<file path="config.mk">
export PLATFORM = sky130hd
export DESIGN_NAME = spirv_debug_strip_filter_unit
export DESIGN_NICKNAME = d
export VERILOG_FILES = /design/src/hw/rtl/spdsf_pkg.sv /design/src/hw/rtl/spirv_debug_strip_filter_unit.sv
export SDC_FILE = /design/constraint.sdc
export NUM_CORES = 1
export LEC_CHECK = 0
export BUFFER_PORTS_ARGS = -buffer_cell sky130_fd_sc_hd__buf_2
export CAP_MARGIN = 0
export CORE_ASPECT_RATIO = 0.8
export CORE_MARGIN = 2
export CORE_UTILIZATION = 60
export CTS_CLUSTER_SIZE = 8
export DETAILED_ROUTE_END_ITERATION = 6
export GPL_ROUTABILITY_DRIVEN = 0
export GPL_TIMING_DRIVEN = 0
export HOLD_SLACK_MARGIN = 0.02
export PLACE_DENSITY = 0.85
export REMOVE_ABC_BUFFERS = 1
export SLEW_MARGIN = 20
export SYNTH_ARGS = -nofsm -noshare
export SYNTH_HDL_FRONTEND = slang
export SYNTH_SLANG_ARGS = --single-unit
</file>
<file path="constraint.sdc">
create_clock -name clk_i -period 4.7 [get_ports clk_i]
set_input_delay 0.235 -clock clk_i [delete_from_list [all_inputs] [get_ports clk_i]]
set_output_delay 0.235 -clock clk_i [all_outputs]
set_load 0.02 [all_outputs]
</file>
<file path="src/hw/rtl/spdsf_pkg.sv">
// ----------------------------------------------------------------------------
// spdsf_pkg
// Shared constants and helpers for the SPIR-V debug strip filter.
// ----------------------------------------------------------------------------
package spdsf_pkg;

  localparam int unsigned HeaderWordsDefault = 5;

  localparam int unsigned WordW  = 32;
  localparam int unsigned CountW = 16;
  localparam int unsigned FaultW = 2;

  // Debug opcodes
  localparam logic [15:0] OpNop             = 16'd0;
  localparam logic [15:0] OpSourceContinued = 16'd2;
  localparam logic [15:0] OpSource          = 16'd3;
  localparam logic [15:0] OpSourceExtension = 16'd4;
  localparam logic [15:0] OpName            = 16'd5;
  localparam logic [15:0] OpMemberName      = 16'd6;
  localparam logic [15:0] OpString          = 16'd7;
  localparam logic [15:0] OpLine            = 16'd8;
  localparam logic [15:0] OpNoLine          = 16'd317;
  localparam logic [15:0] OpModuleProcessed = 16'd330;

  // Fault codes
  localparam logic [FaultW-1:0] FaultNone      = 2'd0;
  localparam logic [FaultW-1:0] FaultZeroCount = 2'd1;
  localparam logic [FaultW-1:0] FaultTruncated = 2'd2;

  function automatic logic is_debug_op(input logic [15:0] op);
    logic dbg;
    dbg = 1'b0;
    case (op)
      OpNop, OpSourceContinued, OpSource, OpSourceExtension, OpName,
      OpMemberName, OpString, OpLine, OpNoLine, OpModuleProcessed: dbg = 1'b1;
      default: dbg = 1'b0;
    endcase
    return dbg;
  endfunction

endpackage

</file>
<file path="src/hw/rtl/spirv_debug_strip_filter_unit.sv">
// ----------------------------------------------------------------------------
// spirv_debug_strip_filter_unit
// Marks each word of a SPIR-V module as kept or dropped (debug instruction).
// ----------------------------------------------------------------------------
//  channel | direction | handshake               | payload
//  in      | sink      | in_valid_i / in_ready_o | in_word_i, module_end_i
//  out     | source    | out_valid_o/out_ready_i | out_word_o, keep_o,
//          |           |                         | stream_end_o, fault_o
//
// One word per cycle unless the output stalls; a word passes the input register,
// then the result register, with the header/instruction countdown between them.
// rst_ni clears the valid flags and the parse state to the start of a header.
// A stall on the output backs up through both registers; a new transfer is
// taken whenever the input register empties or moves on in the same cycle.
// ----------------------------------------------------------------------------
module spirv_debug_strip_filter_unit
  import spdsf_pkg::*;
#(
  parameter int unsigned HEADER_WORDS = HeaderWordsDefault
) (
  input  logic              clk_i,
  input  logic              rst_ni,
  input  logic              in_valid_i,
  output logic              in_ready_o,
  input  logic [WordW-1:0]  in_word_i,
  input  logic              module_end_i,
  output logic              out_valid_o,
  input  logic              out_ready_i,
  output logic [WordW-1:0]  out_word_o,
  output logic              keep_o,
  output logic              stream_end_o,
  output logic [FaultW-1:0] fault_o
);

  localparam int unsigned HdrW = $clog2(HEADER_WORDS + 1);
  localparam logic [HdrW-1:0] HdrReset = HdrW'(HEADER_WORDS);

  // input register
  logic             s1_valid_q;
  logic [WordW-1:0] s1_word_q;
  logic             s1_end_q;

  // parse state
  logic [HdrW-1:0]   hdr_left_q, hdr_left_d;
  logic [CountW-1:0] words_left_q, words_left_d;
  logic              dropping_q, dropping_d;

  // result register
  logic              out_valid_q;
  logic [WordW-1:0]  out_word_q;
  logic              keep_q, keep_d;
  logic              end_q;
  logic [FaultW-1:0] fault_q, fault_d;

  logic              adv;
  logic [CountW-1:0] count;
  logic [CountW-1:0] rem;

  assign adv        = s1_valid_q && (!out_valid_q || out_ready_i);
  assign in_ready_o = !s1_valid_q || adv;

  assign count = s1_word_q[WordW-1 -: CountW];

  always_comb begin
    hdr_left_d   = hdr_left_q;
    words_left_d = words_left_q;
    dropping_d   = dropping_q;
    keep_d       = 1'b1;
    fault_d      = FaultNone;
    rem          = '0;
    if (hdr_left_q != '0) begin
      hdr_left_d = hdr_left_q - HdrW'(1);
    end else if (words_left_q == '0) begin
      // first word of an instruction: opcode low, word count high
      if (count == '0) begin
        fault_d = FaultZeroCount;
        rem     = '0;
      end else begin
        rem = count - CountW'(1);
      end
      dropping_d   = is_debug_op(s1_word_q[15:0]);
      keep_d       = !dropping_d;
      words_left_d = rem;
      if (s1_end_q && rem != '0) fault_d = FaultTruncated;
    end else begin
      keep_d       = !dropping_q;
      words_left_d = words_left_q - CountW'(1);
      if (s1_end_q && words_left_d != '0) fault_d = FaultTruncated;
    end
    if (s1_end_q) begin
      hdr_left_d   = HdrReset;
      words_left_d = '0;
      dropping_d   = 1'b0;
    end
  end

  always_ff @(posedge clk_i or negedge rst_ni) begin
    if (!rst_ni) begin
      s1_valid_q   <= 1'b0;
      out_valid_q  <= 1'b0;
      hdr_left_q   <= HdrReset;
      words_left_q <= '0;
      dropping_q   <= 1'b0;
    end else begin
      if (in_ready_o) s1_valid_q <= in_valid_i;
      if (adv) begin
        out_valid_q  <= 1'b1;
        hdr_left_q   <= hdr_left_d;
        words_left_q <= words_left_d;
        dropping_q   <= dropping_d;
      end else if (out_ready_i) begin
        out_valid_q <= 1'b0;
      end
    end
  end

  always_ff @(posedge clk_i) begin
    if (in_ready_o && in_valid_i) begin
      s1_word_q <= in_word_i;
      s1_end_q  <= module_end_i;
    end
    if (adv) begin
      out_word_q <= s1_word_q;
      keep_q     <= keep_d;
      end_q      <= s1_end_q;
      fault_q    <= fault_d;
    end
  end

  assign out_valid_o  = out_valid_q;
  assign out_word_o   = out_word_q;
  assign keep_o       = keep_q;
  assign stream_end_o = end_q;
  assign fault_o      = fault_q;

`ifndef SYNTHESIS
  // inside the header no instruction can be in flight
  a_hdr_idle: assert property (@(posedge clk_i) disable iff (!rst_ni)
    hdr_left_q != '0 |-> words_left_q == '0 && !dropping_q)
    else $error("instruction state live during header");

  // end of module puts the parser back to a fresh header
  a_end_resets: assert property (@(posedge clk_i) disable iff (!rst_ni)
    adv && s1_end_q |=> hdr_left_q == HdrReset && words_left_q == '0 && !dropping_q)
    else $error("parse state not reset after module end");

  // truncation is only reported on the last word of a module
  a_trunc_end: assert property (@(posedge clk_i) disable iff (!rst_ni)
    out_valid_o && fault_o == FaultTruncated |-> stream_end_o)
    else $error("truncation fault away from module end");

  // header words are always kept and never faulted
  a_hdr_keep: assert property (@(posedge clk_i) disable iff (!rst_ni)
    adv && hdr_left_q != '0 |=> keep_o && fault_o == FaultNone)
    else $error("header word dropped or faulted");
`endif

endmodule

</file>
# --- Yosys cells after proc, flatten, opt, wreduce, memory -nomap -nowiden ---
# Cells that the tools add are included.
totals:
  regBits: 91
  inputBits: 37
  out_inout_bits: 38
  word_cells: 68
classes:
  add_sub_neg: 3
  eq_ne: 10
  n_mux: 21
  reduce_logical: 23
ops:
  columns: ["cell", "n"]
  rows:
  - ["2-to-1 mux 16 bit", 6]
  - ["equality test 16 x 3 -> 1 bit, second input constant", 4]
  - ["logical NOT 16 bit", 3]
  - ["equality test 16 x 2 -> 1 bit, second input constant", 2]
  - ["equality test 16 x 9 -> 1 bit, second input constant", 2]
  - ["nonzero test 16 bit", 2]
  - ["subtractor 16 x 1 -> 16 bit, second input constant", 2]
  - ["equality test 16 x 4 -> 1 bit, second input constant", 1]
  - ["2-to-1 mux 1 bit", 10]
  - ["OR reduction 10 bit", 1]
  - ["2-to-1 mux 2 bit", 3]
  - ["2-to-1 mux 3 bit", 2]
  - ["nonzero test 2 bit", 3]
  - ["logical AND 1 bit", 4]
  - ["logical NOT 1 bit", 4]
  - ["AND reduction 2 bit", 2]
  - ["AND reduction 3 bit", 1]
  - ["nonzero test 3 bit", 1]
  - ["subtractor 3 x 1 -> 3 bit, second input constant", 1]
  - ["logical OR 1 bit", 2]
  - ["inequality test 2 bit, second input constant", 1]

# --- Logic depth before layout (Yosys ltp) ---
depth:
  ltp_word: 8
  ltp_mapped: 10
  ltp_nobuf: 8

# --- Worst setup path before layout ---
# OpenSTA, ideal clock, no wires.
synth_timing:
  path_kind: "reg-to-reg"
  startpoint: "reg s1_word_q[23]"
  endpoint: "reg fault_q[1], in the netlist fault_o[1] (data pin)"
  setup_time_ns: 0.263
  arrival_time_ns: 2.182
  slack_ns: 2.255
  path_stages_with_launch: 8
  synth_period_minus_slack_ns: 2.445
  path_cell_list: "edfxtp_1 buf_6 or4_4 or3_4 o41a_1 a311o_1 a211oi_1 nor3_1"
synth_between:
  elab_chain_len: 8
synth_lines:
  columns: ["item", "line_no", "rtl"]
  rows:
  - ["from (decl)", "spirv_debug_strip_filter_unit.sv:40", "logic [WordW-1:0] s1_word_q;"]
  - ["from (signal assigned)", "spirv_debug_strip_filter_unit.sv:119", "s1_word_q <= in_word_i;"]
  - ["subtractor 16 x 1 -> 16 bit or logical NOT 16 bit (tied branches)", "spirv_debug_strip_filter_unit.sv:79, spirv_debug_strip_filter_unit.sv:75", null]
  - ["2-to-1 mux 16 bit (*)", "spirv_debug_strip_filter_unit.sv:75", "if (count == '0) begin"]
  - ["2-to-1 mux 16 bit (*)", "spirv_debug_strip_filter_unit.sv:73", "end else if (words_left_q == '0) begin"]
  - ["2-to-1 mux 16 bit (*)", "spirv_debug_strip_filter_unit.sv:71", "if (hdr_left_q != '0) begin"]
  - ["nonzero test 16 bit (*)", "spirv_debug_strip_filter_unit.sv:84", "if (s1_end_q && rem != '0) fault_d = FaultTruncated;"]
  - ["logical AND 1 bit (*)", "spirv_debug_strip_filter_unit.sv:84", null]
  - ["2-to-1 mux 2 bit (*)", "spirv_debug_strip_filter_unit.sv:84", null]
  - ["2-to-1 mux 2 bit (*)", "spirv_debug_strip_filter_unit.sv:73", null]
  - ["to (signal assigned)", "spirv_debug_strip_filter_unit.sv:126", "fault_q <= fault_d;"]
  - ["to (decl)", "spirv_debug_strip_filter_unit.sv:53", "logic [FaultW-1:0] fault_q, fault_d;"]
# Every way passes the cells marked *; elsewhere a longest branch is shown, timed or not. The select of a mux whose other input is x is not followed.
# A chain may end at the register's enable or synchronous reset.

# --- Final worst setup path ---
layout_timing:
  startpoint: "reg words_left_q[6]"
  endpoint: "reg words_left_q[3]"
layout_between:
  elab_chain_len: 4
layout_lines:
  columns: ["item", "line_no", "rtl"]
  rows:
  - ["from (decl)", "spirv_debug_strip_filter_unit.sv:45", "logic [CountW-1:0] words_left_q, words_left_d;"]
  - ["from (signal assigned)", "spirv_debug_strip_filter_unit.sv:109", "words_left_q <= words_left_d;"]
  - ["logical NOT 16 bit", "spirv_debug_strip_filter_unit.sv:73", null]
  - ["2-to-1 mux 16 bit", "spirv_debug_strip_filter_unit.sv:73", null]
  - ["2-to-1 mux 16 bit", "spirv_debug_strip_filter_unit.sv:71", null]
  - ["2-to-1 mux 16 bit", "spirv_debug_strip_filter_unit.sv:90", "if (s1_end_q) begin"]
# No other way between the ends. The select of a mux whose other input is x is not followed.

==> impl_metrics.py <==
metrics = {
    "run_status": {
        "run_status": "complete, no violations",
    },
    "logic_synthesis": {
        "synth_top_flop_cell": "sky130_fd_sc_hd__edfxtp_1",
        "yosysUniqueCellTypes": 55,
        "synth_edf_count": 69,
        "post_synth.cell_area_avg_um2": 11.75,
        "synth-seq-cells": 91,
        "number_of_instances_in_the_synthesized_netlist": 363,
        "postSynth.asyncResetShare_pct": 24.18,
        "synth_sequential_area_ratio_pct": 61.56,
        "netlist_area_um2": 4264,
        "yosysWarnings": 0,
    },
    "min_path": {
        "hold-path-cell-count": 1,
        "worst_hold_path_type": "input pin to flip-flop",
        "worstHoldStart": "in_word_i[18]",
        "min_delay_worst_endpoint": "s1_word_q[18]",
    },
    "cts": {
        "htree_num_levels": 3,
        "clock_tree.buffer_depth": 2,
        "cts_sinks": 91,
        "clock_latency_ns": 0.36,
        "tritoncts": "done",
        "cts_clk_pin_slew_worst_paths_ns": 0.10,
        "cts-buffers-inserted": 9,
        "cts-root-buf": "sky130_fd_sc_hd__clkbuf_8",
        "cts_setup_buffers": 0,
    },
    "route": {
        "vias_per_cell": 6.186,
        "detail-route-antenna-nets": 0,
        "detailedRoute.firstIterationViolations": 325,
        "remaining_drc_errors": 0,
        "route.final.wire_length_mm": 9.106,
        "routed_wire_length_per_instance_um": 17.25,
        "firstDrtPassIters": 5,
        "routed-via-count": 3266,
    },
    "sta": {
        "skew_ns": 0.01828,
        "final-max-slew-violation-count": 0,
        "final-hold-violation-count": 0,
        "timing.final.setup_violations": 0,
        "period_utilization_pct": 63.56,
        "post-route-min-period_ns": 2.987,
        "maxClockFrequency_mhz": 334.8,
        "tightest_slew_ns": 1.038,
        "finalHoldWorstSlack_ns": 0.03752,
        "slew-limit-headroom_pct": 30.57,
        "setup_total_negative_slack_ns": 0,
        "grt_setup_unrepaired": "false",
    },
    "pwr": {
        "power.switching_uw": 1529,
        "p_total_uw": 3307,
        "power_density_nw_per_um2": 681.4,
        "combinational_group_share_of_total_power_pct": 51.2,
        "vdd_ir_drop_max_mv": 0.6244,
        "internal_power_uw": 1778,
        "power.sequential.fraction_pct": 33.7,
        "pwr-share-clk_pct": 15.1,
        "power_leakage_uw": 0.001872,
        "power.share.switching_pct": 46.24,
    },
    "placement": {
        "standard_cell_area_after_detailed_placement_um2": 4657,
        "place.detailed.hpwl_mm": 6.433,
        "portBuffers": 74,
    },
    "flow_run": {
        "max_cap_viol_count": 0,
    },
    "finish": {
        "finished_core_util_pct": 70.42,
        "post_route_cells_drive_above_1_share_pct": 23.58,
        "final_net_count": 479,
        "antenna_cells_inserted": 0,
        "finish.instance_area_um2": 4853,
        "area_growth_pct": 13.82,
    },
    "floorplanning": {
        "vertical_extent_of_the_die_um": 79.40,
        "fp-row-count": 27,
        "die_width_um": 98.25,
        "coreArea_um2": 6892,
        "die_footprint_um2": 7801,
        "floorplan.initialDensity_pct": 61.87,
        "design.portCount": 75,
    },
    "critical_path": {
        "path_max_fanout": 16,
        "setup.reg_to_reg.worst_slack_ns": 1.71,
        "worstRegToRegCells": 6,
        "worst_r2r_endpoint": "words_left_q[3]",
        "r2r_start": "words_left_q[6]",
        "path_class": "flip-flop to flip-flop",
        "worstSetupEndpointType": "flip-flop",
        "worst-endpoint-arrival_ns": 3.30,
        "start_kind": "flip-flop",
        "worst_ep_required_time_ns": 5.01,
    },
    "grt": {
        "grt.overflow.total": 0,
        "grt_util_all_layers_pct": 24.35,
        "grt_pass1_vias": 3043,
        "grt_antenna_before_repair": 0,
        "grt_first_pass_wirelength_mm": 14.84,
        "grt_max_degree": 42,
    },
}
synthesized netlist by cell type, drive strengths merged (3+ instances only):
cell	n	area, um^2
nand2b	4	25.02
a22o	4	35.03
o31ai	5	37.54
a21oi	16	80.08
dfrtp	20	500.5
xnor2	10	87.58
a211oi	4	30.03
o21ai	30	150.1
nor2	40	150.1
nand4	5	31.28
nor3	10	50.05
clkbuf	6	32.53
nand2	25	93.84
o21a	3	22.52
xor2	4	35.03
and3	4	26.28
inv	12	45.04
o22ai	5	31.28
or4	6	48.80
or3	3	25.03
nor3b	3	22.52
nor4	12	81.33
or2	5	31.28
a31oi	3	18.77
nand3b	6	45.04
nand3	6	30.03
nor4b	5	43.79
buf	7	55.05
mux2i	3	30.03
ha	6	75.07
edfxtp	69	2072
sequential cells by signal, indices dropped and copies added (netlist names):
register and count:
s1_end_q 1, hdr_left_q 3, fault_o 2, keep_o 1
out_word_o 32, s1_valid_q 1, s1_word_q 32, dropping_q 1
words_left_q 16, stream_end_o 1, out_valid_o 1
metal layers:
| layer | GRT usage [%] | share of wire (%) |
|---|---|---|
| met5 | 0 | 0 |
| met4 | 8.767 | 1.8 |
| met3 | 7.180 | 8.8 |
| met2 | 39.45 | 47 |
| met1 | 31.73 | 42 |
placed cells by master (no fill, tap or decap), types with 2 or more instances in the layout:
cell type and instances:
sky130_fd_sc_hd__a211oi_1 4, sky130_fd_sc_hd__a21oi_1 16, sky130_fd_sc_hd__a22o_1 4, sky130_fd_sc_hd__a31oi_1 3
sky130_fd_sc_hd__a32o_1 2, sky130_fd_sc_hd__and3_1 3, sky130_fd_sc_hd__buf_2 74, sky130_fd_sc_hd__clkbuf_8 9
sky130_fd_sc_hd__dfrtp_1 20, sky130_fd_sc_hd__dfstp_2 2, sky130_fd_sc_hd__edfxtp_1 69, sky130_fd_sc_hd__ha_1 6
sky130_fd_sc_hd__inv_1 11, sky130_fd_sc_hd__inv_6 3, sky130_fd_sc_hd__mux2i_1 3, sky130_fd_sc_hd__nand2_1 25
sky130_fd_sc_hd__nand2b_1 4, sky130_fd_sc_hd__nand3_1 6, sky130_fd_sc_hd__nand3b_1 6, sky130_fd_sc_hd__nand4_1 5
sky130_fd_sc_hd__nor2_1 40, sky130_fd_sc_hd__nor2b_1 2, sky130_fd_sc_hd__nor3_1 10, sky130_fd_sc_hd__nor3b_1 3
sky130_fd_sc_hd__nor4_1 11, sky130_fd_sc_hd__nor4b_1 5, sky130_fd_sc_hd__o2111ai_1 2, sky130_fd_sc_hd__o211ai_1 2
sky130_fd_sc_hd__o21a_1 3, sky130_fd_sc_hd__o21ai_0 28, sky130_fd_sc_hd__o21ai_1 2, sky130_fd_sc_hd__o22ai_1 5
sky130_fd_sc_hd__o311ai_0 2, sky130_fd_sc_hd__o31ai_1 5, sky130_fd_sc_hd__or2_2 5, sky130_fd_sc_hd__or4_1 5
sky130_fd_sc_hd__xnor2_1 10, sky130_fd_sc_hd__xor2_1 4
critical path, cell delays in order (launching register included):
cell,delay [ns]
sky130_fd_sc_hd__dfrtp_1,0.46
sky130_fd_sc_hd__nor4_1,0.53
sky130_fd_sc_hd__nand4_1,0.27
sky130_fd_sc_hd__nor2_1,0.86
sky130_fd_sc_hd__nand2_1,0.37
sky130_fd_sc_hd__o22ai_1,0.30
sky130_fd_sc_hd__a22o_1,0.16
power groups by stage:
stage | Clock [uW] | Sequential (uW) | Combinational [uW]
final | 498 | 1110 | 1690
after detailed placement | 0 | 1120 | 1630
after CTS | 507 | 1110 | 1640
after global placement | 0 | 1120 | 1570
after floorplan | 0 | 1120 | 1210
after global routing | 536 | 1130 | 1830
cells by family (layout without fill, tap and decap cells):
kind of cell	count (synthesis)	in the layout	share of synthesized area (%)
multiplexers	3	3	0.7043
flip-flops	91	91	61.56
XOR/XNOR	14	14	2.875
AO/OA/AOI/OAI	85	85	12.65
buffers and inverters	25	103	3.110
adder cells (fa/ha/maj)	6	6	1.761
AND/OR/NAND/NOR	139	139	17.34
through the flow:
step | setup slack, ns | instances
after floorplan | 2.267 | 350
after global placement | 1.792 | 511
after detailed placement | 1.858 | 511
after CTS | 1.813 | 528
after global routing | 1.457 | 528
final | 1.713 | 528
area by class of cell:
cell class | count | area (um^2)
multi-input combinational | 247 | 1508
clock buffer | 10 | 127.6
clock inverter | 6 | 58.81
fill | 508 | 2038
tap | 87 | 108.9
inverter | 12 | 45.04
timing repair buffer | 75 | 380.4
sequential | 91 | 2625
what timing repair did:
action | 4_1_cts | 5_1_grt
endpoints found under the hold margin | 20 | 0
gates resized for setup | 0 | 0
hold buffers | 1 | 0
worst max path at each step:
stage / startpoint / endpoint / slack, ns / cells past startpoint
5_1_grt: words_left_q[6] / words_left_q[3] / 1.46 / 6
6_report: words_left_q[6] / words_left_q[3] / 1.71 / 6
4_1_cts: words_left_q[6] / words_left_q[3] / 1.81 / 6
2_1_floorplan: s1_word_q[23] / fault_o[1] / 2.27 / 6
3_3_place_gp: out_valid_o / words_left_q[14] / 1.79 / 6
3_5_place_dp: words_left_q[6] / words_left_q[3] / 1.86 / 6
Note: power is estimated with default switching activity, not from simulation.
